## src/rtl/cwdm_pkg.sv

```systemverilog
// shared types, constants and helpers of the command window delay matcher
// no dependencies; imported by every other rtl file
`default_nettype none

package cwdm_pkg;

  localparam int unsigned DEFAULT_WINDOW_DEPTH = 32;
  localparam int unsigned ANGLE_W = 16;
  localparam int unsigned AGE_W = 6;
  localparam int unsigned WLEN_W = 6;
  localparam int unsigned CFG_DATA_W = 16;

  localparam logic [WLEN_W-1:0] WINDOW_LENGTH_RESET = 6'd20;
  localparam logic [ANGLE_W-1:0] OUTLIER_THRESHOLD_RESET = 16'd2048;

  // configuration register indexes
  localparam logic REG_WINDOW_LENGTH = 1'b0;
  localparam logic REG_OUTLIER_THRESHOLD = 1'b1;

  // input item modes
  localparam logic MODE_PUSH = 1'b0;
  localparam logic MODE_MEASURE = 1'b1;

  typedef struct packed {
    logic mode;
    logic signed [ANGLE_W-1:0] roll_value;
    logic signed [ANGLE_W-1:0] pitch_value;
  } cmd_item_t;

  typedef struct packed {
    logic match_valid;
    logic [ANGLE_W-1:0] roll_min_diff;
    logic [AGE_W-1:0] roll_age;
    logic [ANGLE_W-1:0] pitch_min_diff;
    logic [AGE_W-1:0] pitch_age;
  } match_item_t;

  typedef struct packed {
    logic signed [ANGLE_W-1:0] roll;
    logic signed [ANGLE_W-1:0] pitch;
  } entry_t;

  typedef struct packed {
    logic take;
    logic first;
  } scan_ctrl_t;

  // exact magnitude of the difference of two signed angles
  function automatic logic [ANGLE_W:0] abs_diff(input logic signed [ANGLE_W-1:0] a,
                                               input logic signed [ANGLE_W-1:0] b);
    logic signed [ANGLE_W:0] d;
    d = {a[ANGLE_W-1], a} - {b[ANGLE_W-1], b};
    return d[ANGLE_W] ? (ANGLE_W+1)'(-d) : d;
  endfunction

endpackage

`default_nettype wire

```

## src/rtl/cwdm_cell.sv

```systemverilog
// one window cell: holds a roll/pitch command pair and passes it on when shifted
// depends on cwdm_pkg
`default_nettype none

module cwdm_cell (
  input  wire logic            clk_i,
  input  wire logic            shift_i,
  input  wire cwdm_pkg::entry_t d_i,
  output cwdm_pkg::entry_t     q_o
);
  import cwdm_pkg::*;

  entry_t entry_q;

  always_ff @(posedge clk_i) begin
    if (shift_i) begin
      entry_q <= d_i;
    end
  end

  assign q_o = entry_q;

endmodule

`default_nettype wire

```

## src/rtl/cwdm_min_track.sv

```systemverilog
// per-axis running minimum of |entry - measurement| with the age of the best entry
// depends on cwdm_pkg
`default_nettype none

module cwdm_min_track (
  input  wire logic                                  clk_i,
  input  wire cwdm_pkg::scan_ctrl_t                  ctrl_i,
  input  wire logic signed [cwdm_pkg::ANGLE_W-1:0]   entry_i,
  input  wire logic signed [cwdm_pkg::ANGLE_W-1:0]   meas_i,
  input  wire logic [cwdm_pkg::AGE_W-1:0]            age_i,
  output logic [cwdm_pkg::ANGLE_W-1:0]               best_diff_o,
  output logic [cwdm_pkg::AGE_W-1:0]                 best_age_o
);
  import cwdm_pkg::*;

  logic [ANGLE_W:0] diff_full;
  logic [ANGLE_W-1:0] diff;
  logic [ANGLE_W-1:0] best_diff_q;
  logic [AGE_W-1:0] best_age_q;

  assign diff_full = abs_diff(entry_i, meas_i);
  assign diff = diff_full[ANGLE_W-1:0];

  // oldest entry comes first, so strict less keeps the earliest on ties
  always_ff @(posedge clk_i) begin
    if (ctrl_i.take && (ctrl_i.first || (diff < best_diff_q))) begin
      best_diff_q <= diff;
      best_age_q <= age_i;
    end
  end

  assign best_diff_o = best_diff_q;
  assign best_age_o = best_age_q;

endmodule

`default_nettype wire

```

## src/rtl/command_window_delay_matcher_top.sv

```systemverilog
// command window delay matcher: ring of command cells, two min trackers, control
// depends on cwdm_pkg, cwdm_cell, cwdm_min_track
//
//  port group   | dir | handshake               | payload
//  -------------+-----+-------------------------+-----------------------------
//  in_*         | in  | in_valid_i / in_stall_o | cwdm_pkg::cmd_item_t
//  out_*        | out | out_valid_o/ out_stall_i| cwdm_pkg::match_item_t
//  cfg_*        | in  | cfg_we_i                | cfg_index_i, cfg_wdata_i
//
// a push item is taken while idle and the next item may follow at once
// a measurement with a full window rotates the cell ring once in the scan state,
// then hands the result over from the hold state to the output register
// an outlier or a measurement on a window not yet full goes straight to the hold state
// input is stalled during scan and while the result waits for the output register
// reset clears fill count and last attitude and loads config reset values; cells are not reset
`default_nettype none

module command_window_delay_matcher_top #(
  parameter int unsigned WINDOW_DEPTH = cwdm_pkg::DEFAULT_WINDOW_DEPTH
) (
  input  wire logic                                clk_i,
  input  wire logic                                rst_ni,
  input  wire logic                                in_valid_i,
  output logic                                     in_stall_o,
  input  wire cwdm_pkg::cmd_item_t                 in_data_i,
  output logic                                     out_valid_o,
  input  wire logic                                out_stall_i,
  output cwdm_pkg::match_item_t                    out_data_o,
  input  wire logic                                cfg_we_i,
  input  wire logic                                cfg_index_i,
  input  wire logic [cwdm_pkg::CFG_DATA_W-1:0]     cfg_wdata_i
);
  import cwdm_pkg::*;

  localparam int unsigned AW = $clog2(WINDOW_DEPTH + 1);
  localparam int unsigned CW = (AW > WLEN_W) ? AW : WLEN_W;
  localparam logic [AW-1:0] DEPTH_A = AW'(WINDOW_DEPTH);
  localparam logic [AW-1:0] ONE_A = AW'(1);

  localparam logic [1:0] ST_IDLE = 2'd0;
  localparam logic [1:0] ST_SCAN = 2'd1;
  localparam logic [1:0] ST_HOLD = 2'd2;

  logic [1:0] state_q, state_d;
  logic [WLEN_W-1:0] wlen_q;
  logic [ANGLE_W-1:0] thresh_q;
  logic [AW-1:0] fill_q, fill_d;
  logic [AW-1:0] age_q, age_d;
  logic signed [ANGLE_W-1:0] last_roll_q, last_pitch_q;
  logic res_match_q, res_match_d;
  logic out_valid_q;
  match_item_t out_q;

  logic [AW-1:0] len_eff;
  logic in_acc, push_acc, meas_acc, out_free, outlier, shift;
  logic [ANGLE_W:0] jump_roll, jump_pitch;
  entry_t head_d;
  entry_t cell_q [WINDOW_DEPTH];
  scan_ctrl_t scan_ctrl;
  logic [ANGLE_W-1:0] roll_best, pitch_best;
  logic [AGE_W-1:0] roll_best_age, pitch_best_age;

  // effective length clamped to 1..WINDOW_DEPTH
  always_comb begin
    if (wlen_q == '0) begin
      len_eff = ONE_A;
    end else if (CW'(wlen_q) > CW'(WINDOW_DEPTH)) begin
      len_eff = DEPTH_A;
    end else begin
      len_eff = AW'(wlen_q);
    end
  end

  assign in_stall_o = (state_q != ST_IDLE);
  assign in_acc = in_valid_i && !in_stall_o;
  assign push_acc = in_acc && (in_data_i.mode == MODE_PUSH);
  assign meas_acc = in_acc && (in_data_i.mode == MODE_MEASURE);
  assign out_free = !out_valid_q || !out_stall_i;

  assign jump_roll = abs_diff(last_roll_q, in_data_i.roll_value);
  assign jump_pitch = abs_diff(last_pitch_q, in_data_i.pitch_value);
  assign outlier = (jump_roll > {1'b0, thresh_q}) || (jump_pitch > {1'b0, thresh_q});

  // ring: push enters at cell 0, scan feeds the last cell back around
  assign shift = push_acc || (state_q == ST_SCAN);
  always_comb begin
    if (state_q == ST_SCAN) begin
      head_d = cell_q[WINDOW_DEPTH-1];
    end else begin
      head_d.roll = in_data_i.roll_value;
      head_d.pitch = in_data_i.pitch_value;
    end
  end

  for (genvar k = 0; k < WINDOW_DEPTH; k++) begin : g_cell
    cwdm_cell u_cell (
      .clk_i  (clk_i),
      .shift_i(shift),
      .d_i    ((k == 0) ? head_d : cell_q[(k == 0) ? 0 : k-1]),
      .q_o    (cell_q[k])
    );
  end

  // last cell holds the entry of age age_q during scan
  assign scan_ctrl.take = (state_q == ST_SCAN) && (age_q <= len_eff);
  assign scan_ctrl.first = (age_q == len_eff);

  cwdm_min_track u_roll_track (
    .clk_i      (clk_i),
    .ctrl_i     (scan_ctrl),
    .entry_i    (cell_q[WINDOW_DEPTH-1].roll),
    .meas_i     (last_roll_q),
    .age_i      (AGE_W'(age_q)),
    .best_diff_o(roll_best),
    .best_age_o (roll_best_age)
  );

  cwdm_min_track u_pitch_track (
    .clk_i      (clk_i),
    .ctrl_i     (scan_ctrl),
    .entry_i    (cell_q[WINDOW_DEPTH-1].pitch),
    .meas_i     (last_pitch_q),
    .age_i      (AGE_W'(age_q)),
    .best_diff_o(pitch_best),
    .best_age_o (pitch_best_age)
  );

  always_comb begin
    state_d = state_q;
    fill_d = fill_q;
    age_d = age_q;
    res_match_d = res_match_q;
    case (state_q)
      ST_IDLE: begin
        if (push_acc) begin
          fill_d = (fill_q >= len_eff) ? len_eff : fill_q + ONE_A;
        end else if (meas_acc) begin
          res_match_d = !outlier && (fill_q >= len_eff);
          age_d = DEPTH_A;
          state_d = res_match_d ? ST_SCAN : ST_HOLD;
        end
      end
      ST_SCAN: begin
        age_d = age_q - ONE_A;
        if (age_q == ONE_A) begin
          state_d = ST_HOLD;
        end
      end
      ST_HOLD: begin
        if (out_free) begin
          state_d = ST_IDLE;
        end
      end
      default: begin
        state_d = ST_IDLE;
      end
    endcase
  end

  always_ff @(posedge clk_i or negedge rst_ni) begin
    if (!rst_ni) begin
      state_q <= ST_IDLE;
      fill_q <= '0;
      age_q <= '0;
      res_match_q <= 1'b0;
      last_roll_q <= '0;
      last_pitch_q <= '0;
      wlen_q <= WINDOW_LENGTH_RESET;
      thresh_q <= OUTLIER_THRESHOLD_RESET;
    end else begin
      state_q <= state_d;
      fill_q <= fill_d;
      age_q <= age_d;
      res_match_q <= res_match_d;
      if (meas_acc) begin
        last_roll_q <= in_data_i.roll_value;
        last_pitch_q <= in_data_i.pitch_value;
      end
      if (cfg_we_i) begin
        case (cfg_index_i)
          REG_WINDOW_LENGTH: wlen_q <= cfg_wdata_i[WLEN_W-1:0];
          REG_OUTLIER_THRESHOLD: thresh_q <= cfg_wdata_i[ANGLE_W-1:0];
          default: ;
        endcase
      end
    end
  end

  // output register
  always_ff @(posedge clk_i or negedge rst_ni) begin
    if (!rst_ni) begin
      out_valid_q <= 1'b0;
    end else if ((state_q == ST_HOLD) && out_free) begin
      out_valid_q <= 1'b1;
    end else if (!out_stall_i) begin
      out_valid_q <= 1'b0;
    end
  end

  always_ff @(posedge clk_i) begin
    if ((state_q == ST_HOLD) && out_free) begin
      out_q.match_valid <= res_match_q;
      out_q.roll_min_diff <= res_match_q ? roll_best : '0;
      out_q.roll_age <= res_match_q ? roll_best_age : '0;
      out_q.pitch_min_diff <= res_match_q ? pitch_best : '0;
      out_q.pitch_age <= res_match_q ? pitch_best_age : '0;
    end
  end

  assign out_valid_o = out_valid_q;
  assign out_data_o = out_q;

endmodule

`default_nettype wire
```

## config.mk

```make
export PLATFORM = sky130hd
export DESIGN_NAME = command_window_delay_matcher_top
export DESIGN_NICKNAME = d
export VERILOG_FILES = /design/src/rtl/cwdm_pkg.sv /design/src/rtl/cwdm_cell.sv /design/src/rtl/cwdm_min_track.sv /design/src/rtl/command_window_delay_matcher_top.sv
export SDC_FILE = /design/constraint.sdc
export NUM_CORES = 1
export LEC_CHECK = 0
export BUFFER_PORTS_ARGS = -buffer_cell sky130_fd_sc_hd__buf_2
export CAP_MARGIN = 40
export CORE_AREA = 2 2 265 267
export CTS_BUF_LIST = sky130_fd_sc_hd__clkbuf_8
export DETAILED_ROUTE_END_ITERATION = 8
export DIE_AREA = 0 0 267 269
export PLACE_DENSITY_LB_ADDON = 0.05
export SLEW_MARGIN = 15
export SYNTH_ARGS = -nofsm -noshare
export SYNTH_HDL_FRONTEND = slang
export SYNTH_HIERARCHICAL = 1
export SYNTH_SLANG_ARGS = --single-unit
```

## constraint.sdc

```tcl
create_clock -name clk_i -period 30.7 [get_ports clk_i]
set_clock_uncertainty 0.2 [all_clocks]
set_input_delay 3.07 -clock clk_i [delete_from_list [all_inputs] [get_ports clk_i]]
set_output_delay 3.07 -clock clk_i [all_outputs]
set_load 0.02 [all_outputs]
```

# Word level (Yosys, flattened, before mapping)
# Cells that the tools add are included.
totals:
  elab_cells: 157
  ff_bits: 1183
  latch_bits: 0
  mem_count: 0
  in_bits: 55
  ram_bits: 0
  mem_bits_ro: 0
op_classes:
  n_lt_le_gt_ge: 7
  addsub: 10
  muxes: 19
  n_reduce_logical: 27
  multipliers: 0
  eq_ne: 9
  n_bitwise: 3
  shift: 0
  div_mod_pow: 0
ops:
  columns: ["operator", "count"]
  rows:
  - ["$sub A16 B16 Y17", 4]
  - ["$gt A17 B16 Y1", 2]
  - ["$mux W17", 2]
  - ["$neg A17 Y17", 2]
  - ["$lt A16 B16 Y1", 2]
  - ["$mux W16", 2]
  - ["$mux W32", 1]
  - ["$neg A16 Y16", 2]
  - ["$mux W6", 5]
  - ["$pmux W6 S2", 1]
  - ["$mux W2", 5]
  - ["$logic_and A1 B1 Y1", 8]
  - ["$add A6 B1 Y6 const B", 1]
  - ["$eq A6 B1 Y1 const B", 1]
  - ["$eq A6 B6 Y1", 1]
  - ["$ge A6 B6 Y1", 1]
  - ["$gt A6 B6 Y1 const B", 1]
  - ["$le A6 B6 Y1", 1]
  - ["$logic_not A6 Y1", 1]
  - ["$ne A2 B2 Y1 const B", 3]
  - ["$pmux W2 S3", 1]
  - ["$reduce_and A2 Y1", 3]
  - ["$reduce_and A3 Y1", 2]
  - ["$sub A6 B1 Y6 const B", 1]
  - ["other kinds (10)", 22]

# Longest topological paths before layout
# Gate-level depths: netlist of run 1.
logic_depth:
  word_depth: 11
  ltp_mapped: 25
  mapped_depth_nobuf: 24

# By module
# Netlist of run 1, hierarchy kept.
modules_own_cells:
  columns: ["module", "area_each_um2", "n_inst", "cells_each"]
  rows:
  - ["cwdm_cell", 960.9, 32, 32]
  - ["command_window_delay_matcher_top", 8428.1, 1, 946]
  - ["cwdm_min_track at u_roll_track", 2299.7, 1, 262]
  - ["cwdm_min_track at u_pitch_track", 2249.7, 1, 240]

# Worst setup path before layout of run 1
# No wires, ideal clock.
synth_path:
  path_type: "input -> register"
  from: "input in_valid_i"
  to: "register g_cell[0].u_cell.entry_q, in the netlist g_cell[0].u_cell/q_o[0], enable pin"
  stages: 4
  setup_slack_ns: 3.484
  setup_time_ns: 7.041
  arrival_ns: 19.975
  required_ns: 23.459
  n_path_buf: 1
  path_cell_list: "nand2_1 -> or2_2 -> clkbuf_1 -> nand2_1"
synth_between:
  elab_chain_cells: 3
synth_rtl:
  columns: ["item", "line", "text"]
  rows:
  - ["start, declared", "command_window_delay_matcher_top.sv:23", "input wire logic in_valid_i,"]
  - ["$logic_and A1 B1 Y1", "command_window_delay_matcher_top.sv:75", "assign in_acc = in_valid_i && !in_stall_o;"]
  - ["$logic_and A1 B1 Y1", "command_window_delay_matcher_top.sv:76", "assign push_acc = in_acc && (in_data_i.mode == MODE_PUSH);"]
  - ["$logic_or A1 B1 Y1", "command_window_delay_matcher_top.sv:85", "assign shift = push_acc || (state_q == ST_SCAN);"]
  - ["named net shift", "command_window_delay_matcher_top.sv:55", "logic in_acc, push_acc, meas_acc, out_free, outlier, shift;"]
  - ["end signal, assigned", "cwdm_cell.sv:17", "entry_q <= d_i;"]
  - ["end, declared", "cwdm_cell.sv:13", "entry_t entry_q;"]
# The timed path passes the listed nets, and every way through them passes these cells.
# A chain may end at the register's enable or synchronous reset.

# Worst setup path after layout of run 1
layout_path:
  from: "input in_data_i[16] in the netlist's numbering"
  to: "register res_match_q"
layout_between:
  elab_chain_cells: 7
layout_rtl:
  columns: ["item", "line", "text"]
  rows:
  - ["start, declared", "command_window_delay_matcher_top.sv:25", "input wire cwdm_pkg::cmd_item_t in_data_i,"]
  - ["$sub A16 B16 Y17 *", "cwdm_pkg.sv:52", "d = {a[ANGLE_W-1], a} - {b[ANGLE_W-1], b};"]
  - ["$neg A17 Y17", "cwdm_pkg.sv:53", "return d[ANGLE_W] ? (ANGLE_W+1)'(-d) : d;"]
  - ["$mux W17 *", "cwdm_pkg.sv:53", null]
  - ["$gt A17 B16 Y1 *", "command_window_delay_matcher_top.sv:82", "assign outlier = (jump_roll > {1'b0, thresh_q}) || (jump_pitch > {1'b0, thresh_q});"]
  - ["$logic_or A1 B1 Y1 *", "command_window_delay_matcher_top.sv:82", null]
  - ["$logic_not A1 Y1 *", "command_window_delay_matcher_top.sv:138", "res_match_d = !outlier && (fill_q >= len_eff);"]
  - ["$logic_and A1 B1 Y1 *", "command_window_delay_matcher_top.sv:138", null]
  - ["end signal, assigned", "command_window_delay_matcher_top.sv:174", "res_match_q <= res_match_d;"]
  - ["end, declared", "command_window_delay_matcher_top.sv:50", "logic res_match_q, res_match_d;"]
# Every way passes the cells marked *; elsewhere a longest branch is shown, timed or not.

==> results of run 1 <==
==> final cells by class <==
class	count	area, um^2
Sequential cell	1183	35200
Fill cell	4447	20400
Multi-Input combinational cell	1101	7850
Clock buffer	188	2590
Tap cell	940	1180
Timing Repair Buffer	121	783
Clock inverter	140	746
Inverter	142	533
Antenna cell	2	5.00
==> cell usage after synthesis (all sizes together), types with 10 or more instances <==
master and instances:
edfxtp 1113, nand2 154, ha 145, inv 142, o21ai 138, a21oi 72, xnor2 72, nor2 68
dfrtp 67, and2 56, clkbuf 34, xor2 32, nand3 31, a21o 30, nor3 28, mux2 23
o21a 18, nand2b 17, nor2b 17, nand4 15, buf 12, a31oi 11, o211ai 11, o31ai 11
and3 10, or2 10, or3 10
==> cell usage in the layout (no fill, tap or decap), drive strengths merged, types with 68 or more instances in the layout <==
master / n
a21oi: 72
edfxtp: 1113
inv: 211
nand2: 154
xnor2: 72
ha: 145
o21ai: 138
clkbuf: 188
buf: 121
nor2: 68
==> where the power goes <==
group | leakage, uW | switching [uW] | internal, uW
logic | 0.00455 | 1010 | 602
registers | 0.0113 | 164 | 2450
clock network | 0.00192 | 595 | 587
==> critical path, stage by stage <==
cell       delay (ns)
buf_2            0.12
ha_1             0.23
fa_1             0.42
nand2b_1         0.16
a21oi_1          0.44
o2111a_1         0.32
nand4b_1         0.13
nand3_1          0.15
or4b_4           0.58
o21ai_1          0.20
xnor2_1          0.18
ha_1             0.28
and4_1           0.21
nand3_1          0.10
a31oi_1          0.06
a2111oi_0        0.39
o211ai_1         0.19
a211o_1          0.35
o21ai_1          0.12
==> per-layer routing <==
metal	global-route usage [%]	vias to the layer above	share of wire, %
li1	-	9924	-
met1	30.1	10100	48
met2	29.9	457	45
met3	4.33	129	4.7
met4	7.67	2	2.5
met5	0	-	0.0098
==> final timing paths <==
check,start,to,slack [ns]
min in group asynchronous,rst_ni,last_pitch_q[0]$_DFFE_PN0P_,2.05
min reg2reg,g_cell[1].u_cell/q_o[2]$_DFFE_PP_,g_cell[2].u_cell/q_o[2]$_DFFE_PP_,0.16
max reg2reg,g_cell[31].u_cell/q_o[2]$_DFFE_PP_,u_pitch_track/best_diff_o[15]$_DFFE_PP_,24.71
min,g_cell[1].u_cell/q_o[2]$_DFFE_PP_,g_cell[2].u_cell/q_o[2]$_DFFE_PP_,0.16
max in group asynchronous,rst_ni,thresh_q[11]$_DFFE_PN1P_,27.97
max,in_data_i[16],res_match_q$_DFFE_PN0P_,23.51
==> sequential cells by signal, indices dropped and copies added, names as in the netlist <==
| name | flops |
|---|---|
| u_pitch_track/best_diff_o | 16 |
| u_pitch_track/best_age_o | 6 |
| out_data_o | 45 |
| u_roll_track/best_diff_o | 16 |
| state_q | 2 |
| last_roll_q | 16 |
| res_match_q | 1 |
| fill_q | 6 |
| u_roll_track/best_age_o | 6 |
| thresh_q | 16 |
| out_valid_o | 1 |
| wlen_q | 6 |
| last_pitch_q | 16 |
| age_q | 6 |
| g_cell.u_cell/q_o | 1024 |
==> through the flow <==
step	setup WS [ns]	power, uW	std cells	utilization (%)
2_1_floorplan	3.48	4370	2472	-
3_5_place_dp	22.36	4240	3483	65.6
5_1_grt	23.18	5770	3816	70.5
3_3_place_gp	22.35	4180	3480	65.5
4_1_cts	23.24	5460	3811	70.4
6_report	23.51	5410	3817	70.5
==> cells by family after synthesis <==
kind of cell | Yosys count | share of synthesized area, %
DFF | 1183 | 80.4
and+or+nand+nor | 458 | 5.41
AOI/OAI and AO/OA | 363 | 5.36
buffers and inverters | 188 | 1.69
adders and majority gates | 149 | 4.33
xor gates and xnor gates | 104 | 2.08
muxes | 27 | 0.684
==> metrics.txt, run 1 <==
status=completed; arrival time at the worst endpoint=7.71 ns; Die ar.=0.0718 mm^2; clock root buffer=clkbuf_8; number of synthesized flops with an enable pin=1113; H-tree depth=4; final net count=2930; Synthesized Nets=2676; Leak Pwr=0.0178 uW; wire length of the first global-routing pass=110000 um; CTS tree=yes; largest net degree at the start of global routing=218; cts hold-fix bufs=0; CTS buffer count=177; Clock Latency Late Sink=0.83 ns; Synth async-reset ratio=5.92%; core area=0.0693 mm^2; DR pass1 iterations=5; post-synthesis sequential area ratio=80.4%; worst min-delay path class=register to register; worst IR drop on VDD=0.0708 mV; Synth Cell Area=0.0437 mm^2; Post-Syn Area per Cell=17.7 um^2; DRC=0; relative slew slack=17.2%; die extent in y=269 um; fraction of layout cells with a size suffix above 1=14.3%; Core Rows=97; Final Cycle Share=23.4%; post_cts resized=0; vias in the first global route=20100; element type at the critical path start=input pin; Max-Cap Viols=0; total track usage=20.2%; starting density of the core=63.1%; Pwr Density=111 mW/mm^2; setup TNS=0 ns; Area after DPL=0.0455 mm^2; clock-pin slew on the worst setup and hold paths=0.07 ns; critical path class=input pin to register; Post-CTS Repair Setup Buffers=0; global placement routability congestion=0.830; Yosys reg bits=1183; Final Hold Fails=0; Worst Path Required=31.22 ns; routed length per placed instance=18.8 um; IO Pins=102; number of library cell types mapped by synthesis=94; critical path peak fanout=7; largest cells by area after synthesis=edfxtp_1 76%, ha_1 4.1%, dfrtp_1 3.8%, o21ai_0 1.5%, xnor2_1 1.4%; input/output buffers=101; yosys warns=6; Cells after Synth=2472; final WL=71600 um; WHS=0.163 ns; via density per instance=5.39; ys flop type=edfxtp_1; Area growth, synth to finish=11.7%; clock tree sinks=1183; Register-to-Register Path Depth=24; initial DRC count=1654; DRT antenna net count=0; share of the synthesized area in the top cell type=76.4%; GR Overflow Total=0; minimum clock period=7.19 ns; design area=0.0489 mm^2; Critical Path End Type=register; Vias=20600; hold depth=0; highest clock rate=139 MHz; HPWL after DPL=44400 um; Slew @ Worst Pin=1.24 ns; Max clock buf depth=3; initial antenna violation count=7; RSZ-0062 raised after global routing=false; post-synth top area cell=edfxtp_1; DIE WIDTH=267 um; final number of setup-violating endpoints=0; fin. max-slew vios=0
Power figures use the tool's default switching activity.
==> inputs of run 2 (changes only) <==
CORE_AREA = 2 2 278 280   (was 2 2 265 267)
DIE_AREA = 0 0 280 282   (was 0 0 267 269)
clock period = 6.5 ns   (was 30.7 ns; I/O delays follow)
==> run 2 against run 1 <==
Non-clock buffer count rose by 50. Register-to-register slack got worse by 24 ns. Hold slack got worse by 0.12 ns. Total power rose to 4.8 times the previous value. Worst setup slack got worse by 23 ns. Die area rose by 9.9%. Flip-flop and latch count did not move. Critical path depth rose by 7. Critical path type is now register to register. Highest routed layer unchanged.
==> metrics.txt, run 2 (synthesis gave the netlist of run 1 again) <==
core area=0.0757 mm^2 (was 0.0693 mm^2); Post-Layout Cell Count=3908 (was 3817); Die ar.=0.0790 mm^2 (was 0.0718 mm^2); DR WL met2=34100 um (was 32100 um); Area growth, synth to finish=13.6% (was 11.7%); via density per instance=5.36 (was 5.39); fin. max-slew vios=0 (unchanged); HPWL after DPL=45800 um (was 44400 um); CTS buffer count=179 (was 177); final WL=74500 um (was 71600 um); final net count=2982 (was 2930); Worst Path Required=6.80 ns (was 31.22 ns); Max clock buf depth=3 (unchanged); setup TNS=0 ns (unchanged); DR pass1 iterations=5 (unchanged); routed wl met3=2970 um (was 3370 um); design area=0.0497 mm^2 (was 0.0489 mm^2); critical path peak fanout=17 (was 7); DRC=0 (unchanged); global placement routability congestion=0.859 (was 0.830); final number of setup-violating endpoints=0 (unchanged); input/output buffers=101 (unchanged); RSZ-0062 raised after global routing=false (unchanged); Max-Cap Viols=0 (unchanged); die extent in y=282 um (was 269 um); worst min-delay path class=input pin to register (was register to register); DIE WIDTH=280 um (was 267 um); DRT antenna net count=0 (unchanged); routed length per placed instance=19.1 um (was 18.8 um); H-tree depth=4 (unchanged); clock-pin slew on the worst setup and hold paths=0.06 ns (was 0.07 ns); fraction of layout cells with a size suffix above 1=14.3% (about the same); number of flip-flops in the largest register=1024 (unchanged); arrival time at the worst endpoint=5.98 ns (was 7.71 ns); CTS tree=yes (unchanged); total track usage=19.1% (was 20.2%); Clock Latency Late Sink=0.81 ns (was 0.83 ns); largest net degree at the start of global routing=164 (was 218); IO Pins=102 (unchanged); Post-CTS Repair Setup Buffers=0 (unchanged); worst IR drop on VDD=0.336 mV (was 0.0708 mV); commonest non-fill, non-tap cells in the layout=1113 x edfxtp_1, 187 x inv_1, 184 x clkbuf_8, 153 x nand2_1, 145 x ha_1 (was 1113 x edfxtp_1, 201 x inv_1, 188 x clkbuf_8, 153 x nand2_1, 145 x ha_1); Core Rows=101 (was 97); relative slew slack=38.8% (was 17.2%); Slew @ Worst Pin=0.917 ns (was 1.24 ns); Pwr Density=525 mW/mm^2 (was 111 mW/mm^2); wire length of the first global-routing pass=116000 um (was 110000 um); initial antenna violation count=4 (was 7); clock root buffer=clkbuf_8 (unchanged); post_cts resized=0 (unchanged); starting density of the core=57.8% (was 63.1%); Final Cycle Share=87.3%; power consumption=26100 uW (was 5410 uW); status=completed (unchanged); met1 WL=35800 um (was 34300 um); CP max stage cell=a21oi_2 (was or4b_4); minimum clock period=5.67 ns; clock tree sinks=1183 (unchanged); Area after DPL=0.0456 mm^2 (was 0.0455 mm^2); vias in the first global route=20900 (was 20100); most common cell after layout, fill and taps aside=edfxtp_1 (unchanged); Leak Pwr=0.0181 uW (was 0.0178 uW); initial DRC count=1642 (was 1654); Final Hold Fails=0 (unchanged); post-placement cell count=3525 (was 3483); highest routed layer=met5 (unchanged); element type at the critical path start=register (was input pin); GR Overflow Total=0 (unchanged); Critical Path End Type=register (unchanged); Vias=21000 (was 20600); highest clock rate=176 MHz; Worst path max stage delay=0.43 ns (was 0.58 ns); critical path class=register to register (was input pin to register)
[run 2: cell types whose count changed in the layout (fill, tap and decap cells not counted), sizes merged]
| cell | change |
|---|---|
| clkinvlp | -1 |
| inv | -16 |
| clkinv | +16 |
| clkbuf | -4 |
| bufinv | +8 |
| buf | +1 |
| dlygate4sd3 | +49 |
[run 2: final timing paths]
kind	from	to	slack [ns]	cells past startpoint
worst max-delay path	g_cell[31].u_cell/q_o[0]$_DFFE_PP_	u_pitch_track/best_diff_o[4]$_DFFE_PP_	0.83	26
worst min-delay path	in_data_i[9]	last_pitch_q[9]$_DFFE_PN0P_	0.05	3
worst max register to register	g_cell[31].u_cell/q_o[0]$_DFFE_PP_	u_pitch_track/best_diff_o[4]$_DFFE_PP_	0.83	26
worst min register to register	g_cell[4].u_cell/q_o[26]$_DFFE_PP_	g_cell[5].u_cell/q_o[26]$_DFFE_PP_	0.19	0
max in group asynchronous	rst_ni	wlen_q[4]$_DFFE_PN1P_	5.29	3
min in group asynchronous	rst_ni	last_roll_q[3]$_DFFE_PN0P_	0.17	2
[run 2: worst max-delay path, delay by kind of cell, from the launching register on]
kind / cells / cell delay [ns]
AOI/OAI and AO/OA: 17 / 3.19
adders and majority gates: 3 / 0.67
buffers and inverters: 3 / 0.52
DFF: 1 / 0.39
and+or+nand+nor: 3 / 0.38
[run 2: timing repair]
item / 4_1_cts / 5_1_grt
hold endpoints to repair: 120 / 0
hold buffers: 49 / 0
endpoints found under the setup margin: 0 / 0
[run 2: per-stage QoR]
step	utilization (%)	setup WS, ns	hold slack (ns)
floorplan	-	0.339	0.154
global placement	60.1	0.986	0.200
detailed placement	60.2	0.890	0.205
CTS	65.6	0.870	0.000559
global route	65.6	0.413	0.0265
finish	65.6	0.827	0.0451
[run 2: report_power, final]
part	switching (uW)	leakage [uW]	internal, uW
Sequential	744	0.0113	11500
Clock	2900	0.00197	3060
Combinational	4950	0.00477	2880
Total	8600	0.0181	17500
[run 2: layout make-up]
class / instances / area, um^2
Timing Repair Buffer: 171 / 1290
Sequential cell: 1183 / 35200
Tap cell: 978 / 1220
Fill cell: 5235 / 26000
Clock buffer: 184 / 2530
Multi-Input combinational cell: 1101 / 7860
Antenna cell: 2 / 5.00
Inverter: 142 / 533
Clock inverter: 147 / 1030
[run 2: routing by layer]
| layer | vias up | global-route usage [%] |
|---|---|---|
| met2 | 435 | 28.8 |
| met5 | - | 0 |
| li1 | 10000 | - |
| met1 | 10400 | 28.1 |
| met3 | 132 | 4.12 |
| met4 | 2 | 6.53 |
